`src/sv/nsr_pkg.sv`:
```
// ----------------------------------------------------------------------------
// nsr_pkg
// Shared types, microcode encodings and control store for the Newton
// square root block.
// ----------------------------------------------------------------------------
package nsr_pkg;

    // Step counter width and step addresses
    localparam int UPC_W = 4;

    localparam logic [UPC_W-1:0] ST_IDLE      = 4'd0;
    localparam logic [UPC_W-1:0] ST_CHECK     = 4'd1;
    localparam logic [UPC_W-1:0] ST_DIV1_INIT = 4'd2;
    localparam logic [UPC_W-1:0] ST_DIV1_RUN  = 4'd3;
    localparam logic [UPC_W-1:0] ST_FIRST     = 4'd4;
    localparam logic [UPC_W-1:0] ST_DIV_INIT  = 4'd5;
    localparam logic [UPC_W-1:0] ST_DIV_RUN   = 4'd6;
    localparam logic [UPC_W-1:0] ST_NEXT      = 4'd7;
    localparam logic [UPC_W-1:0] ST_OUT       = 4'd8;
    localparam logic [UPC_W-1:0] ST_SPECIAL   = 4'd9;

    // Datapath operations
    localparam logic [2:0] OP_NONE        = 3'd0;
    localparam logic [2:0] OP_LOAD        = 3'd1;
    localparam logic [2:0] OP_DIV_INIT    = 3'd2;
    localparam logic [2:0] OP_DIV_STEP    = 3'd3;
    localparam logic [2:0] OP_X_FIRST     = 3'd4;
    localparam logic [2:0] OP_X_NEXT      = 3'd5;
    localparam logic [2:0] OP_OUT_ROOT    = 3'd6;
    localparam logic [2:0] OP_OUT_SPECIAL = 3'd7;

    // Jump conditions
    localparam logic [2:0] C_NEVER     = 3'd0;
    localparam logic [2:0] C_ALWAYS    = 3'd1;
    localparam logic [2:0] C_NO_START  = 3'd2;
    localparam logic [2:0] C_SPECIAL   = 3'd3;
    localparam logic [2:0] C_DIV_BUSY  = 3'd4;
    localparam logic [2:0] C_DECREASED = 3'd5;

    // One control word per step
    typedef struct packed {
        logic [2:0]       op;
        logic [2:0]       cond;
        logic [UPC_W-1:0] target;
    } ctrl_word_t;

    // Divider control
    typedef struct packed {
        logic load;
        logic step;
    } div_ctrl_t;

    // Control store
    function automatic ctrl_word_t ucode_rom(input logic [UPC_W-1:0] addr);
        ctrl_word_t cw;
        cw = '{op: OP_NONE, cond: C_ALWAYS, target: ST_IDLE};
        unique case (addr)
            ST_IDLE:      cw = '{op: OP_LOAD,        cond: C_NO_START,  target: ST_IDLE};
            ST_CHECK:     cw = '{op: OP_NONE,        cond: C_SPECIAL,   target: ST_SPECIAL};
            ST_DIV1_INIT: cw = '{op: OP_DIV_INIT,    cond: C_NEVER,     target: ST_IDLE};
            ST_DIV1_RUN:  cw = '{op: OP_DIV_STEP,    cond: C_DIV_BUSY,  target: ST_DIV1_RUN};
            ST_FIRST:     cw = '{op: OP_X_FIRST,     cond: C_NEVER,     target: ST_IDLE};
            ST_DIV_INIT:  cw = '{op: OP_DIV_INIT,    cond: C_NEVER,     target: ST_IDLE};
            ST_DIV_RUN:   cw = '{op: OP_DIV_STEP,    cond: C_DIV_BUSY,  target: ST_DIV_RUN};
            ST_NEXT:      cw = '{op: OP_X_NEXT,      cond: C_DECREASED, target: ST_DIV_INIT};
            ST_OUT:       cw = '{op: OP_OUT_ROOT,    cond: C_ALWAYS,    target: ST_IDLE};
            ST_SPECIAL:   cw = '{op: OP_OUT_SPECIAL, cond: C_ALWAYS,    target: ST_IDLE};
            default:      cw = '{op: OP_NONE,        cond: C_ALWAYS,    target: ST_IDLE};
        endcase
        return cw;
    endfunction

endpackage

```
`src/sv/newton_square_root_top.sv`:
```
// ----------------------------------------------------------------------------
// newton_square_root_top
// Floored fixed-point square root of a signed integer by Heron's iteration.
// ----------------------------------------------------------------------------
// A request is taken when start is high and busy is low. The result appears
// on root and negative_error for one cycle with done high; it cannot be held
// off, so capture it on that cycle. Negative and zero radicands go from the
// check step straight to the special output step. Otherwise the time is set
// by the serial divider, one quotient bit a cycle over W = 32 + 2*FRAC_BITS
// bits, and by the number of Newton steps after the first; the default
// FRAC_BITS of 16 gives a Q16.16 result.
// ----------------------------------------------------------------------------
module newton_square_root_top #(
    parameter int FRAC_BITS = 16
) (
    input  logic        clk,
    input  logic        rst_n,
    input  logic        start,
    output logic        busy,
    input  logic [31:0] radicand,
    output logic        done,
    output logic [31:0] root,
    output logic        negative_error
);
    import nsr_pkg::*;

    localparam int D_W = 32 + 2 * FRAC_BITS;
    localparam logic [D_W-1:0] X_ONE = D_W'(1) << FRAC_BITS;
    localparam logic [D_W-1:0] X_MIN = D_W'(1);

    logic [UPC_W-1:0] upc_reg, upc_next;
    ctrl_word_t       cw;
    logic             jump;

    logic [D_W-1:0]   n_reg, n_next;
    logic [D_W-1:0]   x_reg, x_next;
    logic             neg_reg, neg_next;
    logic             zero_reg, zero_next;
    logic [31:0]      root_reg, root_next;
    logic             err_reg, err_next;
    logic             done_reg, done_next;

    div_ctrl_t        div_ctrl;
    logic [D_W-1:0]   quo;
    logic             div_last;
    logic [D_W:0]     sum;
    logic [D_W-1:0]   x_new;
    logic             decreased;

    // Divider
    nsr_divider #(
        .W (D_W)
    ) u_div (
        .clk      (clk),
        .rst_n    (rst_n),
        .ctrl     (div_ctrl),
        .dividend (n_reg),
        .divisor  (x_reg),
        .quotient (quo),
        .last     (div_last)
    );

    // Microcode fetch and Newton update
    always_comb
    begin
        cw        = ucode_rom(upc_reg);
        sum       = {1'b0, x_reg} + {1'b0, quo};
        x_new     = sum[D_W:1];
        decreased = (x_new < x_reg);
    end

    // Jump condition and step counter
    always_comb
    begin
        case (cw.cond)
            C_NEVER:     jump = 1'b0;
            C_ALWAYS:    jump = 1'b1;
            C_NO_START:  jump = !start;
            C_SPECIAL:   jump = neg_reg | zero_reg;
            C_DIV_BUSY:  jump = !div_last;
            C_DECREASED: jump = decreased;
            default:     jump = 1'b0;
        endcase
        upc_next = jump ? cw.target : upc_reg + 1'b1;
    end

    // Datapath operation decode
    always_comb
    begin
        n_next        = n_reg;
        x_next        = x_reg;
        neg_next      = neg_reg;
        zero_next     = zero_reg;
        root_next     = root_reg;
        err_next      = err_reg;
        done_next     = 1'b0;
        div_ctrl.load = 1'b0;
        div_ctrl.step = 1'b0;
        unique case (cw.op)
            OP_NONE: ;
            OP_LOAD:
            begin
                if (start)
                begin
                    n_next    = D_W'(radicand[30:0]) << (2 * FRAC_BITS);
                    x_next    = X_ONE;
                    neg_next  = radicand[31];
                    zero_next = (radicand == 32'd0);
                end
            end
            OP_DIV_INIT: div_ctrl.load = 1'b1;
            OP_DIV_STEP: div_ctrl.step = 1'b1;
            OP_X_FIRST:  x_next = (x_new == '0) ? X_MIN : x_new;
            OP_X_NEXT:
            begin
                if (decreased)
                    x_next = x_new;
            end
            OP_OUT_ROOT:
            begin
                root_next = x_reg[31:0];
                err_next  = 1'b0;
                done_next = 1'b1;
            end
            OP_OUT_SPECIAL:
            begin
                root_next = 32'd0;
                err_next  = neg_reg;
                done_next = 1'b1;
            end
            default: ;
        endcase
    end

    // Payload registers
    always_ff @(posedge clk)
    begin
        n_reg    <= n_next;
        x_reg    <= x_next;
        neg_reg  <= neg_next;
        zero_reg <= zero_next;
        root_reg <= root_next;
        err_reg  <= err_next;
    end

    // Control registers
    always_ff @(posedge clk or negedge rst_n)
    begin
        if (!rst_n)
        begin
            upc_reg  <= ST_IDLE;
            done_reg <= 1'b0;
        end
        else
        begin
            upc_reg  <= upc_next;
            done_reg <= done_next;
        end
    end

    assign busy           = (upc_reg != ST_IDLE);
    assign done           = done_reg;
    assign root           = root_reg;
    assign negative_error = err_reg;

    // Checks
    a_accept_busy: assert property (@(posedge clk) disable iff (!rst_n)
        start && !busy |=> busy)
        else $error("request accepted but block not busy");

    a_done_idle: assert property (@(posedge clk) disable iff (!rst_n)
        done |-> !busy && $past(busy))
        else $error("result strobe outside end of a request");

    a_err_root: assert property (@(posedge clk) disable iff (!rst_n)
        done && negative_error |-> root == 32'd0)
        else $error("negative radicand with non-zero root");

    a_div_nonzero: assert property (@(posedge clk) disable iff (!rst_n)
        div_ctrl.load |-> x_reg != '0)
        else $error("division started with zero divisor");

endmodule

```
`src/sv/nsr_divider.sv`:
```
// ----------------------------------------------------------------------------
// nsr_divider
// Restoring unsigned divider, one quotient bit per step, stepped by the
// sequencer.
// ----------------------------------------------------------------------------
module nsr_divider #(
    parameter int W = 64
) (
    input  logic                clk,
    input  logic                rst_n,
    input  nsr_pkg::div_ctrl_t  ctrl,
    input  logic [W-1:0]        dividend,
    input  logic [W-1:0]        divisor,
    output logic [W-1:0]        quotient,
    output logic                last
);
    import nsr_pkg::*;

    localparam int CNT_W = $clog2(W + 1);

    logic [W-1:0]     rem_reg, rem_next;
    logic [W-1:0]     quo_reg, quo_next;
    logic [CNT_W-1:0] cnt_reg, cnt_next;
    logic [W:0]       trial;
    logic [W:0]       diff;

    // Trial subtract of the shifted partial remainder
    always_comb
    begin
        trial    = {rem_reg, quo_reg[W-1]};
        diff     = trial - {1'b0, divisor};
        rem_next = rem_reg;
        quo_next = quo_reg;
        cnt_next = cnt_reg;
        if (ctrl.load)
        begin
            rem_next = '0;
            quo_next = dividend;
            cnt_next = CNT_W'(W);
        end
        else if (ctrl.step)
        begin
            if (!diff[W])
            begin
                rem_next = diff[W-1:0];
                quo_next = {quo_reg[W-2:0], 1'b1};
            end
            else
            begin
                rem_next = trial[W-1:0];
                quo_next = {quo_reg[W-2:0], 1'b0};
            end
            cnt_next = cnt_reg - 1'b1;
        end
    end

    // Remainder and quotient are payload
    always_ff @(posedge clk)
    begin
        rem_reg <= rem_next;
        quo_reg <= quo_next;
    end

    // Step counter
    always_ff @(posedge clk or negedge rst_n)
    begin
        if (!rst_n)
            cnt_reg <= '0;
        else
            cnt_reg <= cnt_next;
    end

    assign quotient = quo_reg;
    assign last     = (cnt_reg == CNT_W'(1));

endmodule

```
`config.mk`:
```
export PLATFORM = sky130hd
export DESIGN_NAME = newton_square_root_top
export DESIGN_NICKNAME = d
export VERILOG_FILES = /design/src/sv/nsr_pkg.sv /design/src/sv/newton_square_root_top.sv /design/src/sv/nsr_divider.sv
export SDC_FILE = /design/constraint.sdc
export NUM_CORES = 1
export LEC_CHECK = 0
export BUFFER_PORTS_ARGS = -buffer_cell sky130_fd_sc_hd__buf_2
export CAP_MARGIN = 20
export CELL_PAD_IN_SITES_DETAIL_PLACEMENT = 1
export CELL_PAD_IN_SITES_GLOBAL_PLACEMENT = 2
export CORE_MARGIN = 4
export CORE_UTILIZATION = 25
export DETAILED_ROUTE_END_ITERATION = 7
export GPL_TIMING_DRIVEN = 0
export PLACE_DENSITY_LB_ADDON = 0.05
export SYNTH_ARGS = -nofsm -noshare
export SYNTH_HDL_FRONTEND = slang
export SYNTH_HIERARCHICAL = 1
export SYNTH_SLANG_ARGS = --single-unit
```
`constraint.sdc`:
```
create_clock -name clk -period 23.3 [get_ports clk]
set_clock_uncertainty 0.15 [all_clocks]
set_input_delay 2.33 -clock clk [delete_from_list [all_inputs] [get_ports clk]]
set_output_delay 2.33 -clock clk [all_outputs]
set_load 0.01 [all_outputs]
```
==> qor.yml <==
clock_network:
  clockRootBuffer: "clkbuf_16"
  cts_inserted_buffers: 39
  clk_slew_on_worst_s_h_paths_ns: 0.06
  cts_hold_buf: 0
  cts.repair.resized: 0
  clk_latency_ns: 0.57
  htree_num_levels: 2
  longest_clk_path_bufs: 3
  tritoncts: "done"
  post-cts-setup-buffers: 0
  clock_sinks: 270
die:
  fp.dieArea_um2: 89300
  die_h_um: 299
  coreArea_um2: 83700
  core.rowCount: 106
  die_x_um: 299
  initial_core_util_pct: 25.3
  io_pins: 70
timing:
  final.min_clock_period_ns: 8.50
  final_hold_slack_ns: 0.358
  period_share_pct: 36.5
  finalSetupTns_ns: 0
  rsz0062_at_grt: "no"
  hold_violations: 0
  fmax_ghz: 0.118
  max_slew_margin_pct: 31.7
  drv_slew: 0
  tightestPinTransition_ns: 1.02
  final-setup-viol-count: 0
final_layout:
  syn_to_layout_area_delta_pct: 15.6
  final_cell_count_no_fill: 3726
  num-nets-final: 2796
  layout_commonest_cell: "nor2_1"
  most-common-layout-cells: "272 x nor2_1, 220 x inv_1, 197 x ha_1"
  final_layout_size_suffix_gt1_share_pct: 9.69
  post-route-cell-area_um2: 24500
run:
  cap_violations: 0
drt:
  antenna_violating_nets_post_route: 0
  post_drt_wl_per_cell_um: 22.8
  detailroute.via_count: 18500
  detail_route.drc_violations: 0
  postRouteWirelength_um: 84900
  drt_pass_1_iters: 5
  drt_first_iter_violations: 842
  viasPerCell: 4.95
worst_setup_path:
  critical_path.max_fanout: 27
  worstPathRequired_ns: 23.40
  worstPathArrival_ns: 8.61
  timing_worst_setup_path_type: "reg -> reg"
  timing.critical_path.to_type: "flip-flop"
  timing.critical_path.from_type: "flip-flop"
placement:
  port_buffers: 69
  dp.cells: 3653
  gp_congestion: 0.846
  dp.final_hpwl_um: 69800
  dpl-instance-area_um2: 23200
grt:
  groute.usage.overall_pct: 18.7
  grt_max_degree: 38
  grt_pass1_vias: 19400
  global_route_wire_length_before_repair_um: 127000
  globalRouteOverflowTotal: 0
  grt_antenna_before_repair: 3
worst_hold_path:
  worst_hold_path_type: "reg -> reg"
synthesis:
  synth.lib_cells_used.distinct: 86
  yosysSeqAreaShare_pct: 35.0
  syn-mean-instance-area_um2: 8.77
  synth-edff-count: 194
  postSynth.asyncResetShare_pct: 4.44
  netlist_instances: 2412
  yosysWarnings: 6
  primary_flip_flop_cell_chosen_by_synthesis_mapping: "edfxtp_1"
  netlist_area_um2: 21100
  synth-seq-cells: 270
status:
  run_status: "complete, no violations"
final cells by class:
| type | count | area [um2] |
|---|---|---|
| Tap cell | 1134 | 1420 |
| Clock buffer | 49 | 1070 |
| Inverter | 222 | 833 |
| Clock inverter | 20 | 198 |
| Buffer | 124 | 539 |
| Timing Repair Buffer | 77 | 478 |
| Antenna cell | 2 | 5.00 |
| Sequential cell | 270 | 7410 |
| Fill cell | 9800 | 59200 |
| Multi-Input combinational cell | 1828 | 12500 |
kinds of logic (layout without fill, tap and decap cells):
kind of cell | Yosys count | after routing | synth area share [%]
buffers and inverters | 346 | 492 | 6.49
muxes | 123 | 123 | 6.20
adders and majority gates | 199 | 199 | 11.8
xor gates and xnor gates | 116 | 116 | 4.84
and+or+nand+nor | 718 | 718 | 15.8
other | 1 | 35 | 0.0177
AOI/OAI and AO/OA | 639 | 639 | 19.8
DFF | 270 | 270 | 35.0
stage by stage:
stage	util [%]	setup slack [ns]
after global placement	27.5	9.94
after global routing	29.2	14.11
after CTS	29.2	14.54
after floorplan	-	14.98
after detailed placement	27.7	14.60
final	29.2	14.80
layer usage:
metal	share of wire (%)	global-route usage [%]	routed length, um	vias to the layer above
li1	-	-	-	9022
met2	45	30.2	38300	200
met3	2.7	1.77	2320	61
met5	0	0	0	-
met1	50	27.0	42700	9179
met4	1.9	3.92	1580	0
cell usage after synthesis, types with 23 or more instances:
library cell | count | area (um2)
clkbuf_1 | 88 | 330
a211oi_1 | 71 | 533
xnor2_1 | 59 | 517
o21ai_0 | 91 | 455
buf_2 | 23 | 115
nor3_1 | 47 | 235
inv_1 | 220 | 826
edfxtp_1 | 194 | 5830
a21oi_1 | 196 | 981
dfxtp_1 | 64 | 1280
a21o_1 | 85 | 638
xor2_1 | 56 | 490
o211ai_1 | 23 | 173
nand3_1 | 30 | 150
o21ai_1 | 24 | 120
ha_1 | 197 | 2460
mux2_2 | 64 | 721
mux2i_1 | 59 | 591
nor2_1 | 273 | 1020
nand2_1 | 168 | 631
nor4_1 | 23 | 144
nand4_1 | 72 | 450
final timing paths:
| check | start | to | slack [ns] | depth (start not counted) |
|---|---|---|---|---|
| min in group asynchronous | rst_n | upc_reg[2] | 1.51 | 1 |
| max | x_reg[0] | x_reg[14] | 14.80 | 25 |
| min reg2reg | u_div/rem_reg[59] | u_div/rem_reg[59] | 0.36 | 2 |
| max reg2reg | x_reg[0] | x_reg[14] | 14.80 | 25 |
| min | u_div/rem_reg[59] | u_div/rem_reg[59] | 0.36 | 2 |
| max in group asynchronous | rst_n | u_div/cnt_reg[0] | 21.24 | 1 |
worst max-delay path, cell delays in order (launching register included):
cell       delay (ns)
edfxtp_1         0.52
and2_1           0.23
fa_1             0.41
a211oi_2         0.35
o21ai_1          0.33
o21ai_1          0.51
a211oi_1         0.17
nor3_1           0.75
or3_1            0.29
nor2b_1          0.23
o21ai_1          0.10
xnor2_1          0.39
inv_1            0.09
ha_1             0.30
a21o_1           0.18
a21o_1           0.18
a21oi_1          0.15
nor2_1           0.06
a2111oi_0        0.40
o21ai_0          0.22
a21oi_1          0.19
o21ai_0          0.15
a21oi_1          0.58
nor2_1           0.20
o21bai_4         0.72
buf_12           0.29
Power is left out: the tool's default activity adds up to more than one toggle a clock period on the data nets, which glitch-free logic cannot reach.
